`config.mk`:
```
export PLATFORM = sky130hd
export DESIGN_NAME = graph6_edge_decoder_core
export DESIGN_NICKNAME = d
export VERILOG_FILES = /design/src/sv/g6d_pkg.sv /design/src/sv/g6d_front.sv /design/src/sv/g6d_cmd_fifo.sv /design/src/sv/g6d_back.sv /design/src/sv/graph6_edge_decoder_core.sv
export SDC_FILE = /design/constraint.sdc
export NUM_CORES = 1
export LEC_CHECK = 0
export ABC_AREA = 1
export BUFFER_PORTS_ARGS = -buffer_cell sky130_fd_sc_hd__buf_2
export CAP_MARGIN = 40
export CORE_AREA = 2 2 177 214
export CTS_CLUSTER_DIAMETER = 60
export DETAILED_ROUTE_END_ITERATION = 12
export DIE_AREA = 0 0 179 216
export PLACE_DENSITY = 0.55
export SLEW_MARGIN = 20
export SYNTH_ARGS = -nofsm -noshare
export SYNTH_HDL_FRONTEND = slang
export SYNTH_SLANG_ARGS = --single-unit
```
`constraint.sdc`:
```
create_clock -name clk -period 6 [get_ports clk]
set_input_delay 1.8 -clock clk [delete_from_list [all_inputs] [get_ports clk]]
set_output_delay 1.8 -clock clk [all_outputs]
set_load 0.05 [all_outputs]
```
`src/sv/g6d_pkg.sv`:
```
// Shared types and constants of the graph6 edge decoder.
package g6d_pkg;

  localparam int NODE_W        = 36;
  localparam int IDX_OUT_W     = 12;
  localparam int CHAR_BIAS     = 63;
  localparam int CHAR_TOP      = 126;
  localparam int SMALL_MAX     = 62;
  localparam int BITS_PER_CHAR = 6;

  localparam logic [1:0] ST_OK       = 2'd0;
  localparam logic [1:0] ST_BAD_CHAR = 2'd1;
  localparam logic [1:0] ST_LENGTH   = 2'd2;
  localparam logic [1:0] ST_TOO_MANY = 2'd3;

  localparam logic KIND_EDGE    = 1'b0;
  localparam logic KIND_SUMMARY = 1'b1;

  typedef struct packed {
    logic [7:0] text_byte;
    logic       final_char;
  } in_t;

  typedef struct packed {
    logic                 kind;
    logic [IDX_OUT_W-1:0] node_a;
    logic [IDX_OUT_W-1:0] node_b;
    logic [IDX_OUT_W-1:0] node_total;
    logic [1:0]           status;
    logic                 last;
  } out_t;

  typedef struct packed {
    logic                 fin;
    logic [2:0]           nvalid;
    logic [5:0]           bits;
    logic [IDX_OUT_W-1:0] total;
    logic [1:0]           status;
  } cmd_t;

endpackage

```
`src/sv/g6d_front.sv`:
```
// Character intake: header decode, pair budget, error tracking, command issue.
module g6d_front #(
  parameter int NODE_BITS = 12
) (
  input  logic          clk,
  input  logic          rst_n,
  input  logic          push,
  output logic          full,
  input  g6d_pkg::in_t  in_item,
  input  logic          q_full,
  output logic          cmd_push,
  output g6d_pkg::cmd_t cmd
);

  localparam int PW = 2 * NODE_BITS + 1;
  localparam int RW = 2 * NODE_BITS;
  localparam logic [g6d_pkg::NODE_W:0] CAP = (g6d_pkg::NODE_W + 1)'(1) << NODE_BITS;

  typedef enum logic [1:0] {FORM_NONE, FORM_SHORT, FORM_FOUR, FORM_EIGHT} form_t;

  form_t                      form_r, form_nxt;
  logic [3:0]                 cnt_r, cnt_nxt;
  logic [g6d_pkg::NODE_W-1:0] node_r, node_nxt;
  logic                       hdr_done_r, hdr_done_nxt;
  logic                       pdone_r, pdone_nxt;
  logic [1:0]                 err_r, err_nxt;
  logic [RW-1:0]              rem_r, rem_nxt;
  logic                       busy_r, busy_nxt;
  logic [PW-1:0]              acc_r, acc_nxt;
  logic [PW-1:0]              mcand_r, mcand_nxt;
  logic [NODE_BITS-1:0]       mplier_r, mplier_nxt;

  logic       accept;
  logic       bad;
  logic       hdr_fin;
  logic [5:0] v;
  logic [2:0] nv;
  logic [PW-1:0] acc_sum;

  assign full   = q_full || busy_r;
  assign accept = push && !full;

  always_comb begin
    form_nxt     = form_r;
    cnt_nxt      = cnt_r;
    node_nxt     = node_r;
    hdr_done_nxt = hdr_done_r;
    pdone_nxt    = pdone_r;
    err_nxt      = err_r;
    rem_nxt      = rem_r;
    busy_nxt     = busy_r;
    acc_nxt      = acc_r;
    mcand_nxt    = mcand_r;
    mplier_nxt   = mplier_r;
    cmd_push     = 1'b0;
    cmd          = '0;
    hdr_fin      = 1'b0;
    nv           = 3'd0;
    acc_sum      = mplier_r[0] ? acc_r + mcand_r : acc_r;
    v            = 6'(in_item.text_byte - 8'(g6d_pkg::CHAR_BIAS));
    bad          = (in_item.text_byte < 8'(g6d_pkg::CHAR_BIAS)) ||
                   (in_item.text_byte > 8'(g6d_pkg::CHAR_TOP));

    // advance pair-count multiply
    if (busy_r) begin
      acc_nxt    = acc_sum;
      mcand_nxt  = mcand_r << 1;
      mplier_nxt = mplier_r >> 1;
      if (mplier_r[NODE_BITS-1:1] == '0) begin
        busy_nxt = 1'b0;
        rem_nxt  = RW'(acc_sum >> 1);
      end
    end

    if (accept) begin
      if (err_r == g6d_pkg::ST_OK) begin
        if (bad) begin
          err_nxt = g6d_pkg::ST_BAD_CHAR;
        end else if (!hdr_done_r) begin
          unique case (form_r)
            FORM_NONE: begin
              cnt_nxt = 4'd1;
              if (v <= 6'(g6d_pkg::SMALL_MAX)) begin
                node_nxt = g6d_pkg::NODE_W'(v);
                form_nxt = FORM_SHORT;
                hdr_fin  = 1'b1;
              end else begin
                form_nxt = FORM_FOUR;
              end
            end
            FORM_FOUR: begin
              if (cnt_r == 4'd1 && v > 6'(g6d_pkg::SMALL_MAX)) begin
                form_nxt = FORM_EIGHT;
                cnt_nxt  = 4'd2;
              end else begin
                node_nxt = {node_r[g6d_pkg::NODE_W-7:0], v};
                cnt_nxt  = cnt_r + 4'd1;
                hdr_fin  = (cnt_nxt == 4'd4);
              end
            end
            FORM_EIGHT: begin
              node_nxt = {node_r[g6d_pkg::NODE_W-7:0], v};
              cnt_nxt  = cnt_r + 4'd1;
              hdr_fin  = (cnt_nxt == 4'd8);
            end
            default: begin
              node_nxt = node_r;
            end
          endcase
          if (hdr_fin) begin
            hdr_done_nxt = 1'b1;
            pdone_nxt    = (node_nxt < g6d_pkg::NODE_W'(2));
            rem_nxt      = '0;
            if ({1'b0, node_nxt} > CAP) begin
              err_nxt = g6d_pkg::ST_TOO_MANY;
            end else if (!pdone_nxt && !in_item.final_char) begin
              busy_nxt   = 1'b1;
              acc_nxt    = '0;
              mcand_nxt  = PW'(node_nxt);
              mplier_nxt = NODE_BITS'(node_nxt - g6d_pkg::NODE_W'(1));
            end
          end
        end else if (pdone_r) begin
          err_nxt = g6d_pkg::ST_LENGTH;
        end else begin
          nv         = (rem_r >= RW'(g6d_pkg::BITS_PER_CHAR)) ?
                       3'(g6d_pkg::BITS_PER_CHAR) : 3'(rem_r);
          rem_nxt    = rem_r - RW'(nv);
          pdone_nxt  = (rem_nxt == '0);
          cmd.nvalid = nv;
          cmd.bits   = v & ~(6'h3F >> nv);
          cmd_push   = 1'b1;
        end
      end

      if (in_item.final_char) begin
        cmd.fin   = 1'b1;
        cmd.total = hdr_done_nxt ? g6d_pkg::IDX_OUT_W'(node_nxt) : '0;
        if (err_nxt != g6d_pkg::ST_OK) begin
          cmd.status = err_nxt;
        end else if (!hdr_done_nxt || !pdone_nxt) begin
          cmd.status = g6d_pkg::ST_LENGTH;
        end else begin
          cmd.status = g6d_pkg::ST_OK;
        end
        cmd_push     = 1'b1;
        form_nxt     = FORM_NONE;
        cnt_nxt      = 4'd0;
        node_nxt     = '0;
        hdr_done_nxt = 1'b0;
        pdone_nxt    = 1'b0;
        err_nxt      = g6d_pkg::ST_OK;
        rem_nxt      = '0;
        busy_nxt     = 1'b0;
      end
    end
  end

  always_ff @(posedge clk) begin
    if (!rst_n) begin
      form_r     <= FORM_NONE;
      cnt_r      <= 4'd0;
      node_r     <= '0;
      hdr_done_r <= 1'b0;
      pdone_r    <= 1'b0;
      err_r      <= g6d_pkg::ST_OK;
      rem_r      <= '0;
      busy_r     <= 1'b0;
    end else begin
      form_r     <= form_nxt;
      cnt_r      <= cnt_nxt;
      node_r     <= node_nxt;
      hdr_done_r <= hdr_done_nxt;
      pdone_r    <= pdone_nxt;
      err_r      <= err_nxt;
      rem_r      <= rem_nxt;
      busy_r     <= busy_nxt;
    end
    acc_r    <= acc_nxt;
    mcand_r  <= mcand_nxt;
    mplier_r <= mplier_nxt;
  end

endmodule

```
`src/sv/g6d_cmd_fifo.sv`:
```
// Two-entry command queue between intake and edge walker.
module g6d_cmd_fifo (
  input  logic          clk,
  input  logic          rst_n,
  input  logic          wr_en,
  input  g6d_pkg::cmd_t wdata,
  output logic          full,
  input  logic          rd_en,
  output g6d_pkg::cmd_t rdata,
  output logic          empty
);

  g6d_pkg::cmd_t mem_r [2];
  logic          wp_r, wp_nxt;
  logic          rp_r, rp_nxt;
  logic [1:0]    cnt_r, cnt_nxt;
  logic          do_wr;
  logic          do_rd;

  assign full  = (cnt_r == 2'd2);
  assign empty = (cnt_r == 2'd0);
  assign rdata = mem_r[rp_r];
  assign do_wr = wr_en && !full;
  assign do_rd = rd_en && !empty;

  always_comb begin
    wp_nxt  = do_wr ? ~wp_r : wp_r;
    rp_nxt  = do_rd ? ~rp_r : rp_r;
    cnt_nxt = cnt_r + 2'(do_wr) - 2'(do_rd);
  end

  always_ff @(posedge clk) begin
    if (!rst_n) begin
      wp_r  <= 1'b0;
      rp_r  <= 1'b0;
      cnt_r <= 2'd0;
    end else begin
      wp_r  <= wp_nxt;
      rp_r  <= rp_nxt;
      cnt_r <= cnt_nxt;
    end
    if (do_wr) begin
      mem_r[wp_r] <= wdata;
    end
  end

endmodule

```
`src/sv/g6d_back.sv`:
```
// Edge walker: walks upper triangle one bit per cycle unless stalled, drives out_r.
module g6d_back #(
  parameter int NODE_BITS = 12
) (
  input  logic          clk,
  input  logic          rst_n,
  input  logic          q_empty,
  input  g6d_pkg::cmd_t cmd,
  output logic          q_pop,
  output logic          empty,
  input  logic          pop,
  output g6d_pkg::out_t out_item
);

  logic [2:0]           step_r, step_nxt;
  logic [NODE_BITS-1:0] row_r, row_nxt;
  logic [NODE_BITS-1:0] col_r, col_nxt;
  logic                 ovalid_r, ovalid_nxt;
  g6d_pkg::out_t        out_r, out_nxt;

  logic       out_free;
  logic       data_phase;
  logic [5:0] sh;
  logic       emit;
  logic       go;

  assign out_free   = !ovalid_r || pop;
  assign data_phase = (step_r < cmd.nvalid);
  assign sh         = cmd.bits << step_r;
  assign empty      = !ovalid_r;
  assign out_item   = out_r;

  always_comb begin
    step_nxt   = step_r;
    row_nxt    = row_r;
    col_nxt    = col_r;
    ovalid_nxt = ovalid_r && !pop;
    out_nxt    = out_r;
    q_pop      = 1'b0;
    emit       = 1'b0;
    go         = 1'b0;

    if (!q_empty) begin
      if (data_phase) begin
        emit = sh[5];
        go   = !sh[5] || out_free;
        if (emit) begin
          out_nxt.kind       = g6d_pkg::KIND_EDGE;
          out_nxt.node_a     = g6d_pkg::IDX_OUT_W'(row_r);
          out_nxt.node_b     = g6d_pkg::IDX_OUT_W'(col_r);
          out_nxt.node_total = '0;
          out_nxt.status     = g6d_pkg::ST_OK;
          out_nxt.last       = !cmd.fin && (sh[4:0] == 5'd0);
        end
        if (go) begin
          row_nxt = row_r + NODE_BITS'(1);
          if (row_nxt == col_r) begin
            row_nxt = '0;
            col_nxt = col_r + NODE_BITS'(1);
          end
          if ((3'(step_r + 3'd1) == cmd.nvalid) && !cmd.fin) begin
            step_nxt = 3'd0;
            q_pop    = 1'b1;
          end else begin
            step_nxt = step_r + 3'd1;
          end
        end
      end else begin
        emit               = 1'b1;
        go                 = out_free;
        out_nxt.kind       = g6d_pkg::KIND_SUMMARY;
        out_nxt.node_a     = '0;
        out_nxt.node_b     = '0;
        out_nxt.node_total = cmd.total;
        out_nxt.status     = cmd.status;
        out_nxt.last       = 1'b1;
        if (go) begin
          step_nxt = 3'd0;
          row_nxt  = '0;
          col_nxt  = NODE_BITS'(1);
          q_pop    = 1'b1;
        end
      end
      if (emit && go) begin
        ovalid_nxt = 1'b1;
      end else begin
        out_nxt = out_r;
      end
    end
  end

  always_ff @(posedge clk) begin
    if (!rst_n) begin
      step_r   <= 3'd0;
      row_r    <= '0;
      col_r    <= NODE_BITS'(1);
      ovalid_r <= 1'b0;
    end else begin
      step_r   <= step_nxt;
      row_r    <= row_nxt;
      col_r    <= col_nxt;
      ovalid_r <= ovalid_nxt;
    end
    out_r <= out_nxt;
  end

endmodule

```
`src/sv/graph6_edge_decoder_core.sv`:
```
// Top level of the graph6 edge decoder.
//
//   Channel  | Ports                     | Beat
//   ---------+---------------------------+-------------------------------------
//   input    | push, full, in_item       | one graph6 character, end-of-string
//   result   | empty, pop, out_item      | one edge pair or one string summary
//
// A character is taken when push is high and full is low; the walker steps
// one pair bit at a time through each data character, then emits a summary.
// Once a header of two or more nodes completes within the node limit and the
// string goes on, a shift-add multiply sizes the triangle and holds full high
// while it runs. Reset is synchronous and clears all string state. A two-entry
// command queue lets intake run ahead of the walker; pop low holds the result
// register and stalls the walker, and full rises once the command queue fills.
module graph6_edge_decoder_core #(
  parameter int NODE_BITS = 12
) (
  input  logic          clk,
  input  logic          rst_n,
  input  logic          push,
  output logic          full,
  input  g6d_pkg::in_t  in_item,
  output logic          empty,
  input  logic          pop,
  output g6d_pkg::out_t out_item
);

  logic          q_full;
  logic          q_empty;
  logic          cmd_push;
  logic          q_pop;
  g6d_pkg::cmd_t cmd_in;
  g6d_pkg::cmd_t cmd_head;

  g6d_front #(.NODE_BITS(NODE_BITS)) u_front (
    .clk      (clk),
    .rst_n    (rst_n),
    .push     (push),
    .full     (full),
    .in_item  (in_item),
    .q_full   (q_full),
    .cmd_push (cmd_push),
    .cmd      (cmd_in)
  );

  g6d_cmd_fifo u_fifo (
    .clk   (clk),
    .rst_n (rst_n),
    .wr_en (cmd_push),
    .wdata (cmd_in),
    .full  (q_full),
    .rd_en (q_pop),
    .rdata (cmd_head),
    .empty (q_empty)
  );

  g6d_back #(.NODE_BITS(NODE_BITS)) u_back (
    .clk      (clk),
    .rst_n    (rst_n),
    .q_empty  (q_empty),
    .cmd      (cmd_head),
    .q_pop    (q_pop),
    .empty    (empty),
    .pop      (pop),
    .out_item (out_item)
  );

endmodule

```
; After elaboration in Yosys (flattened, before gate mapping)
; Memories as Yosys holds them, arrays and structs flattened. A register that Yosys moved wholly into a read port is not among the register bits.
; Cells that the tools add are included.
[word_totals]
memories = 1
reg_bits = 205
out_inout_bits = 42
input_bits = 13
ramBits = 48
[op_classes]
add_sub_neg = 10
n_eq_ne = 14
magnitude_cmp = 8
bitwise = 5
n_mux = 142
shifts = 2
n_reduce_logical = 42
[memory_table]
columns = memory, words, word_bits, rd, rd_clocked_by_memory_dff, write_ports, line
row1 = u_fifo.mem_r, 2, 24, 1, 1, 1, g6d_cmd_fifo.sv:13  ; g6d_pkg::cmd_t mem_r [2];
[op_table]
columns = operator, count
row1 = $mux W25, 17
row2 = $mux W36, 10
row3 = $mux W24, 10
row4 = $mux W12, 17
row5 = $pmux W36 S3, 1
row6 = $mux W1, 51
row7 = $mux W40, 1
row8 = $gt A36 B13 Y1 const B, 1
row9 = $lt A36 B2 Y1 const B, 1
row10 = $mux W9, 4
row11 = $mux W2, 16
row12 = $add A25 B25 Y25, 1
row13 = $add A12 B1 Y12 const B, 2
row14 = $ge A24 B3 Y1 const B, 1
row15 = $logic_not A24 Y1, 1
row16 = $sub A24 B3 Y24, 1
row17 = $mux W4, 5
row18 = $mux W15, 1
row19 = $mux W3, 5
row20 = $mux W14, 1
row21 = $eq A12 B12 Y1, 1
row22 = $pmux W4 S3, 1
row23 = $sub A12 B1 Y12 const B, 1
row24 = $logic_not A1 Y1, 11
row25 = other kinds (36), 62

; Logic depth before layout (Yosys ltp)
; Gate-level depths: netlist (run 1).
[logic_depth]
ltp_word = 21
depth_mapped = 26

; Modules after synthesis
; From an unflattened synthesis (run 1), not the netlist that was laid out.
[hier_totals]
hier_cells = 2029
hier_area_um2 = 15105.7
[modules_own_cells]
columns = mod, cells_each, seq_area_each_um2, instances, area_each_um2
row1 = g6d_front, 1465, 2662.6, 1, 9335.2
row2 = g6d_back, 451, 1761.7, 1, 3684.8
row3 = g6d_cmd_fifo, 113, 1541.5, 1, 2085.8

; Worst setup path after synthesis (run 1)
; OpenSTA, ideal clock, no wires.
[synth_timing]
kind = input to register
startpoint = input port in_item[1] (netlist name)
endpoint = memory u_fifo.mem_r[1][0] (netlist name) (enable)
cell_stages = 9
path_buffers = 0
arrival_time_ps = 4429
slack_ps = 1165
path_cell_list = ha_1 -> nand3_1 -> o31ai_1 -> nand2_1 -> nor3_1 -> inv_1 -> nor3_1 -> nor2_1 -> nor2_1
[synth_between]
elab_chain_cells = 9
word_cells_on_any_way = 10
classes_between = order compare: 2 / mux: 6 / reduce/logical: 2
[synth_rtl]
columns = item, line
row1 = start: declaration, graph6_edge_decoder_core.sv:22  ; input g6d_pkg::in_t in_item,
row2 = $lt A8 B6 Y1 / $gt A8 B7 Y1 (equally long branches), "g6d_front.sv:61, g6d_front.sv:62"
row3 = $logic_or A1 B1 Y1 (*), g6d_front.sv:61  ; bad = (in_item.text_byte < 8'(g6d_pkg::CHAR_BIAS)) ||
row4 = $mux W1 (*), g6d_front.sv:77  ; if (bad) begin
row5 = $mux W1 (*), g6d_front.sv:76  ; if (err_r == g6d_pkg::ST_OK) begin
row6 = $mux W1 (*), g6d_front.sv:136  ; if (in_item.final_char) begin
row7 = $mux W1 (*), g6d_front.sv:75  ; if (accept) begin
row8 = $logic_and A1 B1 Y1 (*), g6d_cmd_fifo.sv:23  ; assign do_wr = wr_en && !full;
row9 = $mux W1 (*), g6d_cmd_fifo.sv:42  ; if (do_wr) begin
row10 = $mux W1 (implied by the code) (*), g6d_cmd_fifo.sv:43  ; mem_r[wp_r] <= wdata;
row11 = end: declaration, g6d_cmd_fifo.sv:13
; Every way passes the cells marked *; elsewhere a longest branch is shown, timed or not.

; Final worst setup path (run 1)
[layout_timing]
startpoint = input port in_item[1] (netlist name)
endpoint = register u_front.mplier_r[1]
[layout_between]
elab_chain_cells = 19
word_cells_on_any_way = 33
classes_between = add/sub: 2 / order compare: 6 / mux: 21 / reduce/logical: 4
[layout_rtl]
columns = item, line
row1 = $sub A6 B6 Y6, g6d_front.sv:60  ; v = 6'(in_item.text_byte - 8'(g6d_pkg::CHAR_BIAS));
row2 = $gt A6 B6 Y1, g6d_front.sv:92  ; if (cnt_r == 4'd1 && v > 6'(g6d_pkg::SMALL_MAX)) begin
row3 = $logic_and A1 B1 Y1, g6d_front.sv:92
row4 = $mux W36, g6d_front.sv:92
row5 = $pmux W36 S3, g6d_front.sv:80  ; unique case (form_r)
row6 = $mux W36, g6d_front.sv:79  ; end else if (!hdr_done_r) begin
row7 = $mux W36, g6d_front.sv:77
row8 = $mux W36, g6d_front.sv:76
row9 = [4 not listed], --
row10 = $mux W12, g6d_front.sv:116  ; end else if (!pdone_nxt && !in_item.final_char) begin
row11 = $mux W12, g6d_front.sv:114  ; if ({1'b0, node_nxt} > CAP) begin
row12 = $mux W12, g6d_front.sv:110  ; if (hdr_fin) begin
row13 = $mux W12, g6d_front.sv:79
row14 = $mux W12 (*), g6d_front.sv:77
row15 = $mux W12 (*), g6d_front.sv:76
row16 = $mux W12 (*), g6d_front.sv:75
row17 = named net u_front.mplier_nxt[1], g6d_front.sv:31  ; logic [NODE_BITS-1:0] mplier_r, mplier_nxt;
row18 = end signal: assignment, g6d_front.sv:181  ; mplier_r <= mplier_nxt;
row19 = end: declaration, g6d_front.sv:31
; Mark *: on every way through the listed nets, which the timed path passes. The rest lies on a longest branch. The select of a mux whose other input is x is not followed.
; A chain may end at the register's enable or synchronous reset.

==> summary.md, run 1 <==
| Metric | Value |
|---|---|
| Fin crit period | `around 4900 ps` |
| Slew Limit Fails | `0` |
| Pwr Density | `approximately 470 nW/um^2` |
| Clock Skew | `about 23 ps` |
| Final hold violations | `0` |
| Overall routing resource usage | `0.207` |
| Layout cells sized above 1 | `0.0906` |
| Routability cong. | `0.915` |
| Worst-Skew Late Latency | `580 ps` |
| Gates resized, CTS repair | `0` |
| Sinks on Clock Net | `around 250` |
| Via density per instance | `just over 5` |
| Synth Net Count | `2049` |
| Worst VDD drop | `0.261 mV` |
| Cell area after synthesis | `14500 sq um` |
| DRT Pass-1 Iters | `7` |
| Syn-to-layout area delta | `11.8%` |
| Switching fraction of total power | `0.433` |
| CTS clk-pin slew, worst paths | `60 ps` |
| Crit path capture type | `flop` |
| Fmax | `203 MHz` |
| Total grt overflow | `0` |
| First-pass GRT wire length | `about 65000 um` |
| Combinational group share of total power | `0.426` |
| Seq/Total Area, Yosys | `0.411` |
| Final setup TNS | `0 ps` |
| DRT Wirelength | `roughly 40000 um` |
| CTS H-tree depth | `1` |
| Final setup fails | `0` |
| Final instance count without filler cells | `about 2500` |
| Die width | `between 150 and 200 um` |
| Clock power frac | `0.239` |
| Initial core utilization | `0.398` |
| Routed via count | `13100` |
| Static Leakage | `6.96 nW` |
| Drt wl/cell | `roughly 16 um` |
| Critical path class | `in -> reg` |
| Max FO, Critical Path | `28` |
| Final WS setup | `between 1000 and 1500 ps` |
| Commonest non-fill, non-tap cell in the layout | `nand2_1` |
| Yosys cell types | `about 60` |
| Iteration-0 DRC Markers | `851` |
| WP data arrival | `~5400 ps` |
| Slew HR | `0.490` |
| Async S/R FF share, synth | `0` |
| Most frequent cells in the layout | `464 x nand2_1, 241 x nor2_1, 235 x inv_1, 166 x dfxtp_1, 160 x a21oi_1` |
| Syn_area_per_cell | `7.30 sq um` |
| CP peak stage delay | `approximately 340 ps` |
| WHS | `approximately 460 ps` |
| Status | `complete, no violations` |
| Crit-path slowest cell | `ha_1` |
| Dpl cells | `~2500` |
| Seq cells post-synth | `about 250` |
| Syn. warnings | `0` |
| Row Count | `77` |
| Longest Clk Path Bufs | `3` |
| Pint | `between 4 and 5 mW` |
| Startpoint types | `input port` |
| Drc violations | `0` |
| Initial antenna violation count | `0` |
| Worst Hold Class | `reg -> reg` |
| Setup WS pre-CTS | `between 400 and 500 ps` |
| Die footprint | `between 30000 and 40000 sq um` |
| Hpwl dp | `a little under 30000 um` |
| RSZ-0062 raised after global routing | `false` |
| IO Pins | `55` |
| Post-synth EDFFs | `88` |
| Worst path cell trace | `buf_2, inv_1, ha_1, or2_2, nor2_2, nand2_1, nor2_4, nand3_2, nand2_4, nand2_4, nand3_1, nand2_1, nor2_1, nand2_1, inv_1, nand2_1, nor2_1, nand3_1, nand2_2, nand2_4, inv_2, nand2_1, o21ai_0, inv_1` |
| Fill count | `3695` |
| Data required time at the worst endpoint | `approximately 6500 ps` |
| Core Region | `about 37000 sq um` |
| Vias in the first global route | `12700` |
| Period Utilization, post-route | `0.821` |
| Measured slew at the worst slew-check pin | `about 760 ps` |
| Sequential share of power | `0.335` |
| Fin nets | `~2100` |
| Num CTS Buffers | `29` |
| Hold-fix buffers at CTS | `0` |
| Design Power | `~7.7 mW` |
| Die Span Y | `between 200 and 250 um` |
| Root Buffer | `clkbuf_16` |
| NetSw | `~3.3 mW` |
| Largest net degree at the start of global routing | `a little over 50` |
| Mapped Cells | `slightly below 2000` |
| Antenna viol nets, final | `0` |
| Synth Flop Type | `dfxtp_1` |
| Max cap viols | `0` |
| Cell mode on critical path | `nand2_1` |
| # Post-CTS Setup Buffers | `0` |
| CTS tree | `yes` |
| # port buffers | `between 50 and 60` |
| Diodes inserted | `0` |
[logic make-up after synthesis]
family	Yosys count	synth area share
xor+xnor	57	0.0344
compound gates	404	0.161
simple gates	904	0.261
flops	254	0.411
buf+inv	318	0.0890
mux	6	0.00413
fa+ha+maj	46	0.0401
other cells	1	0.000258
[state kept, by name, indices dropped and copies added (netlist names), 12 cells and up, named ones only]
signal,flops
u_fifo.mem_r,48
u_front.acc_r,25
u_front.mcand_r,25
u_front.rem_r,24
u_back.out_item,40
u_back.col_r,12
u_front.mplier_r,12
u_back.row_r,12
u_front.node_r,36
[final cells by class]
class / instances / area (sq um) / share of cell area
Clock buffer: 37 / 766 / 0.0471
Clock inverter: 17 / 214 / 0.0132
Inverter: 245 / 920 / 0.0566
Multi-Input combinational cell: 1418 / 7280 / 0.448
Sequential cell: 254 / 5970 / 0.367
Tap cell: 474 / 593 / 0.0365
Timing Repair Buffer: 82 / 508 / 0.0313
[through the flow]
| step | area, sq um | util |
|---|---|---|
| 2_1_floorplan | 14500 | - |
| 3_3_place_gp | 15200 | 0.417 |
| 3_5_place_dp | 15300 | 0.418 |
| 4_1_cts | 16200 | 0.445 |
| 5_1_grt | 16200 | 0.445 |
| 6_report | 16200 | 0.445 |
[routing by layer]
layer | global-route usage | share of wire | vias up
met5 | 0 | 0 | -
met4 | 0.0696 | 0.032 | 0
met3 | 0.0335 | 0.054 | 86
met2 | 0.357 | 0.48 | 291
met1 | 0.261 | 0.43 | 6062
li1 | - | - | 6638
[final timing paths]
kind | depth (start not counted) | to | start | slack (ps)
setup / recovery | 24 | u_front.mplier_r[1] | in_item[1] | 1070
hold / removal | 1 | u_fifo.rp_r | u_fifo.rp_r | 460
setup reg to reg | 19 | u_fifo.cnt_r[1] | flop | 2160
hold reg to reg | 1 | u_fifo.rp_r | u_fifo.rp_r | 460
[cells in the mapped netlist (all sizes together) (19+ instances only)]
cell / instances / area share
inv: 239 / 0.062
xor2: 47 / 0.028
nor2: 252 / 0.067
edfxtp: 88 / 0.18
nand2: 471 / 0.12
nand3: 83 / 0.029
a211oi: 30 / 0.016
ha: 45 / 0.039
nand4: 31 / 0.013
a21oi: 171 / 0.062
nor3: 31 / 0.011
clkbuf: 42 / 0.011
or2: 19 / 0.0082
o21ai: 140 / 0.048
dfxtp: 166 / 0.23
buf: 31 / 0.015
[power by group through the flow]
stage / clock (mW) / sequential [mW] / combinational [mW]
floorplan: 0 / 2.96 / 2.04
global placement: 0 / 2.60 / 3.20
detailed placement: 0 / 2.60 / 3.26
CTS: 1.88 / 2.57 / 3.28
global route: 1.95 / 2.62 / 3.66
finish: 1.83 / 2.57 / 3.26
[worst max-delay path, delay by kind of cell]
kind / cells / cell delay (ps)
fa+ha+maj: 1 / 340
buf+inv: 5 / 640
compound gates: 1 / 90
simple gates: 17 / 2480
No activity file was read; power rests on OpenSTA's default activity.
==> run 2: changes to the inputs <==
- PLACE_DENSITY: 0.55 -> 0.57
- clock period: 6 -> 4.05 ns (I/O delays scaled with it)
==> summary.md, run 2 (same netlist as run 1, synthesis figures left out) <==
| Metric | Value |
|---|---|
| Setup WS pre-CTS | `-370 ps (was 496 ps)` |
| DRT Wirelength | `39900 um (about the same)` |
| Die Span Y | `216 um (unchanged)` |
| R2R setup slack | `460 ps (was 2160 ps)` |
| Initial core utilization | `0.398 (unchanged)` |
| Measured slew at the worst slew-check pin | `728 ps (was 757 ps)` |
| Drc violations | `0 (unchanged)` |
| Via density per instance | `5.07 (was 5.17)` |
| Status | `complete, no violations (unchanged)` |
| Root Buffer | `clkbuf_16 (unchanged)` |
| Overall routing resource usage | `0.205 (was 0.207)` |
| Sinks on Clock Net | `254 (unchanged)` |
| First-pass GRT wire length | `65100 um (about the same)` |
| Num CTS Buffers | `30 (was 29)` |
| Number of flip-flops in the largest register | `48 (unchanged)` |
| Worst-Skew Late Latency | `570 ps (was 580 ps)` |
| Routed via count | `13400 (was 13100)` |
| Clock power frac | `0.236 (was 0.239)` |
| Fin nets | `2200 (was 2089)` |
| Switching fraction of total power | `0.429 (was 0.433)` |
| Total grt overflow | `0 (unchanged)` |
| Max FO, Critical Path | `10 (was 28)` |
| Antenna viol nets, final | `0 (unchanged)` |
| Die width | `179 um (unchanged)` |
| Commonest non-fill, non-tap cell in the layout | `nand2_1 (unchanged)` |
| Data required time at the worst endpoint | `4500 ps (was 6450 ps)` |
| Clock Skew | `16.5 ps (was 23.5 ps)` |
| Longest Clk Path Bufs | `3 (unchanged)` |
| WP data arrival | `4240 ps (was 5380 ps)` |
| Combinational group share of total power | `0.436 (was 0.426)` |
| Static Leakage | `7.58 nW (was 6.96 nW)` |
| NetSw | `4.91 mW (was 3.32 mW)` |
| Vias in the first global route | `13000 (was 12700)` |
| Iteration-0 DRC Markers | `715 (was 851)` |
| Crit path capture type | `flop (unchanged)` |
| Worst Hold Class | `reg -> reg (unchanged)` |
| Row Count | `77 (unchanged)` |
| Final hold violations | `0 (unchanged)` |
| Reg with most FFs | `u_fifo.mem_r (unchanged)` |
| Pwr Density | `658 nW/um^2 (was 471 nW/um^2)` |
| Routability cong. | `0.875 (was 0.915)` |
| # port buffers | `54 (unchanged)` |
| Design Power | `11.5 mW (was 7.66 mW)` |
| Fin crit period | `3790 ps` |
| CTS tree | `yes (unchanged)` |
| Sequential share of power | `0.328 (was 0.335)` |
| Die footprint | `38700 sq um (unchanged)` |
| DRT Pass-1 Iters | `5 (was 7)` |
| Register area | `5970 sq um (unchanged)` |
| Initial antenna violation count | `0 (unchanged)` |
| Startpoint types | `input port (unchanged)` |
| Drt wl/cell | `15.1 um (was 15.8 um)` |
| CTS H-tree depth | `1 (unchanged)` |
| Period Utilization, post-route | `0.937` |
| Layout cells sized above 1 | `0.149 (was 0.0906)` |
| Final WS setup | `256 ps (was 1070 ps)` |
| Diodes inserted | `0 (unchanged)` |
| Syn-to-layout area delta | `19.8% (was 11.8%)` |
| Core Region | `36500 sq um (unchanged)` |
| Most frequent cells in the layout | `459 x nand2_1, 238 x nor2_1, 234 x inv_1, 166 x dfxtp_1, 159 x a21oi_1 (was 464 x nand2_1, 241 x nor2_1, 235 x inv_1, 166 x dfxtp_1, 160 x a21oi_1)` |
| Pint | `6.55 mW (was 4.34 mW)` |
| Hold-fix buffers at CTS | `0 (unchanged)` |
| CTS clk-pin slew, worst paths | `70 ps (was 60 ps)` |
| Slew Limit Fails | `0 (unchanged)` |
| Largest net degree at the start of global routing | `51 (unchanged)` |
| Max cap viols | `0 (unchanged)` |
| Critical path class | `in -> reg (unchanged)` |
| Fill count | `3659 (was 3695)` |
| Slew HR | `0.509 (was 0.490)` |
| Hpwl dp | `28800 um (was 29000 um)` |
| Worst VDD drop | `0.317 mV (was 0.261 mV)` |
| Multi-input gate area | `7450 sq um (was 7280 sq um)` |
| IO Pins | `55 (unchanged)` |
| Fmax | `264 MHz` |
| Final setup fails | `0 (unchanged)` |
-- run 2: worst max-delay path: stages --
cell and delay [ps]:
buf_4 130, buf_4 130, ha_1 180, or2_4 240, nor2_2 90, nand2_2 70
nor2_4 150, nand3_4 120, nand2_8 130, buf_6 110, nand2_2 60, inv_2 60
o21ai_2 50, a21boi_2 160, ha_2 180, nand2_1 50, nor2_1 100, nand2_1 70
nor2_2 80, nand3_2 120, nand2_4 150, nand3_4 90, nor2_4 240, clkbuf_16 220
a21oi_1 50
-- run 2: stage by stage --
step                      instances  TNS [ps]  hold WS (ps)  utilization  instance area [sq um]
final                          2639         0           456        0.477                  17400
after global routing           2639     -2.62           466        0.477                  17400
after CTS                      2625         0           455        0.468                  17100
after detailed placement       2569    -19130           452        0.441                  16100
after global placement         2568    -15840           438        0.441                  16100
after floorplan                1990         0           426            -                  14500
-- run 2: final timing paths --
check | from | endpoint | cells after the start
min reg2reg | u_fifo.rp_r | flop | 1
max | in_item[1] | u_front.acc_r[7] | 25
min | u_fifo.rp_r | flop | 1
max reg2reg | u_front.rem_r[10] | u_fifo.mem_r[0][1] | 22
-- run 2: area by class of cell --
type | count | area share
multi-input cells | 1419 | 0.428
clock inverters | 22 | 0.0116
well taps | 474 | 0.0341
flip-flops and latches | 254 | 0.343
repair buffers | 191 | 0.0859
clock buffers | 34 | 0.0452
inverters | 245 | 0.0528
-- run 2: metal layers --
| layer | wire length [um] | part of all wire | track usage |
|---|---|---|---|
| met5 | 0 | 0 | 0 |
| met4 | 1130 | 0.028 | 0.0678 |
| met2 | 19700 | 0.49 | 0.360 |
| met3 | 1980 | 0.050 | 0.0277 |
| met1 | 17100 | 0.43 | 0.257 |
-- run 2: power by group through the flow --
stage	clock (mW)	sequential (mW)	combinational, mW
6_report	2.70	3.76	5.00
2_1_floorplan	0	4.39	3.02
3_3_place_gp	0	3.80	4.88
3_5_place_dp	0	3.81	4.94
5_1_grt	2.86	3.84	5.61
4_1_cts	2.76	3.76	4.97
-- run 2: what timing repair did --
action	in CTS	in global routing
endpoints found under the setup margin	0	63
buffers inserted	0	10
gates resized for setup	0	46
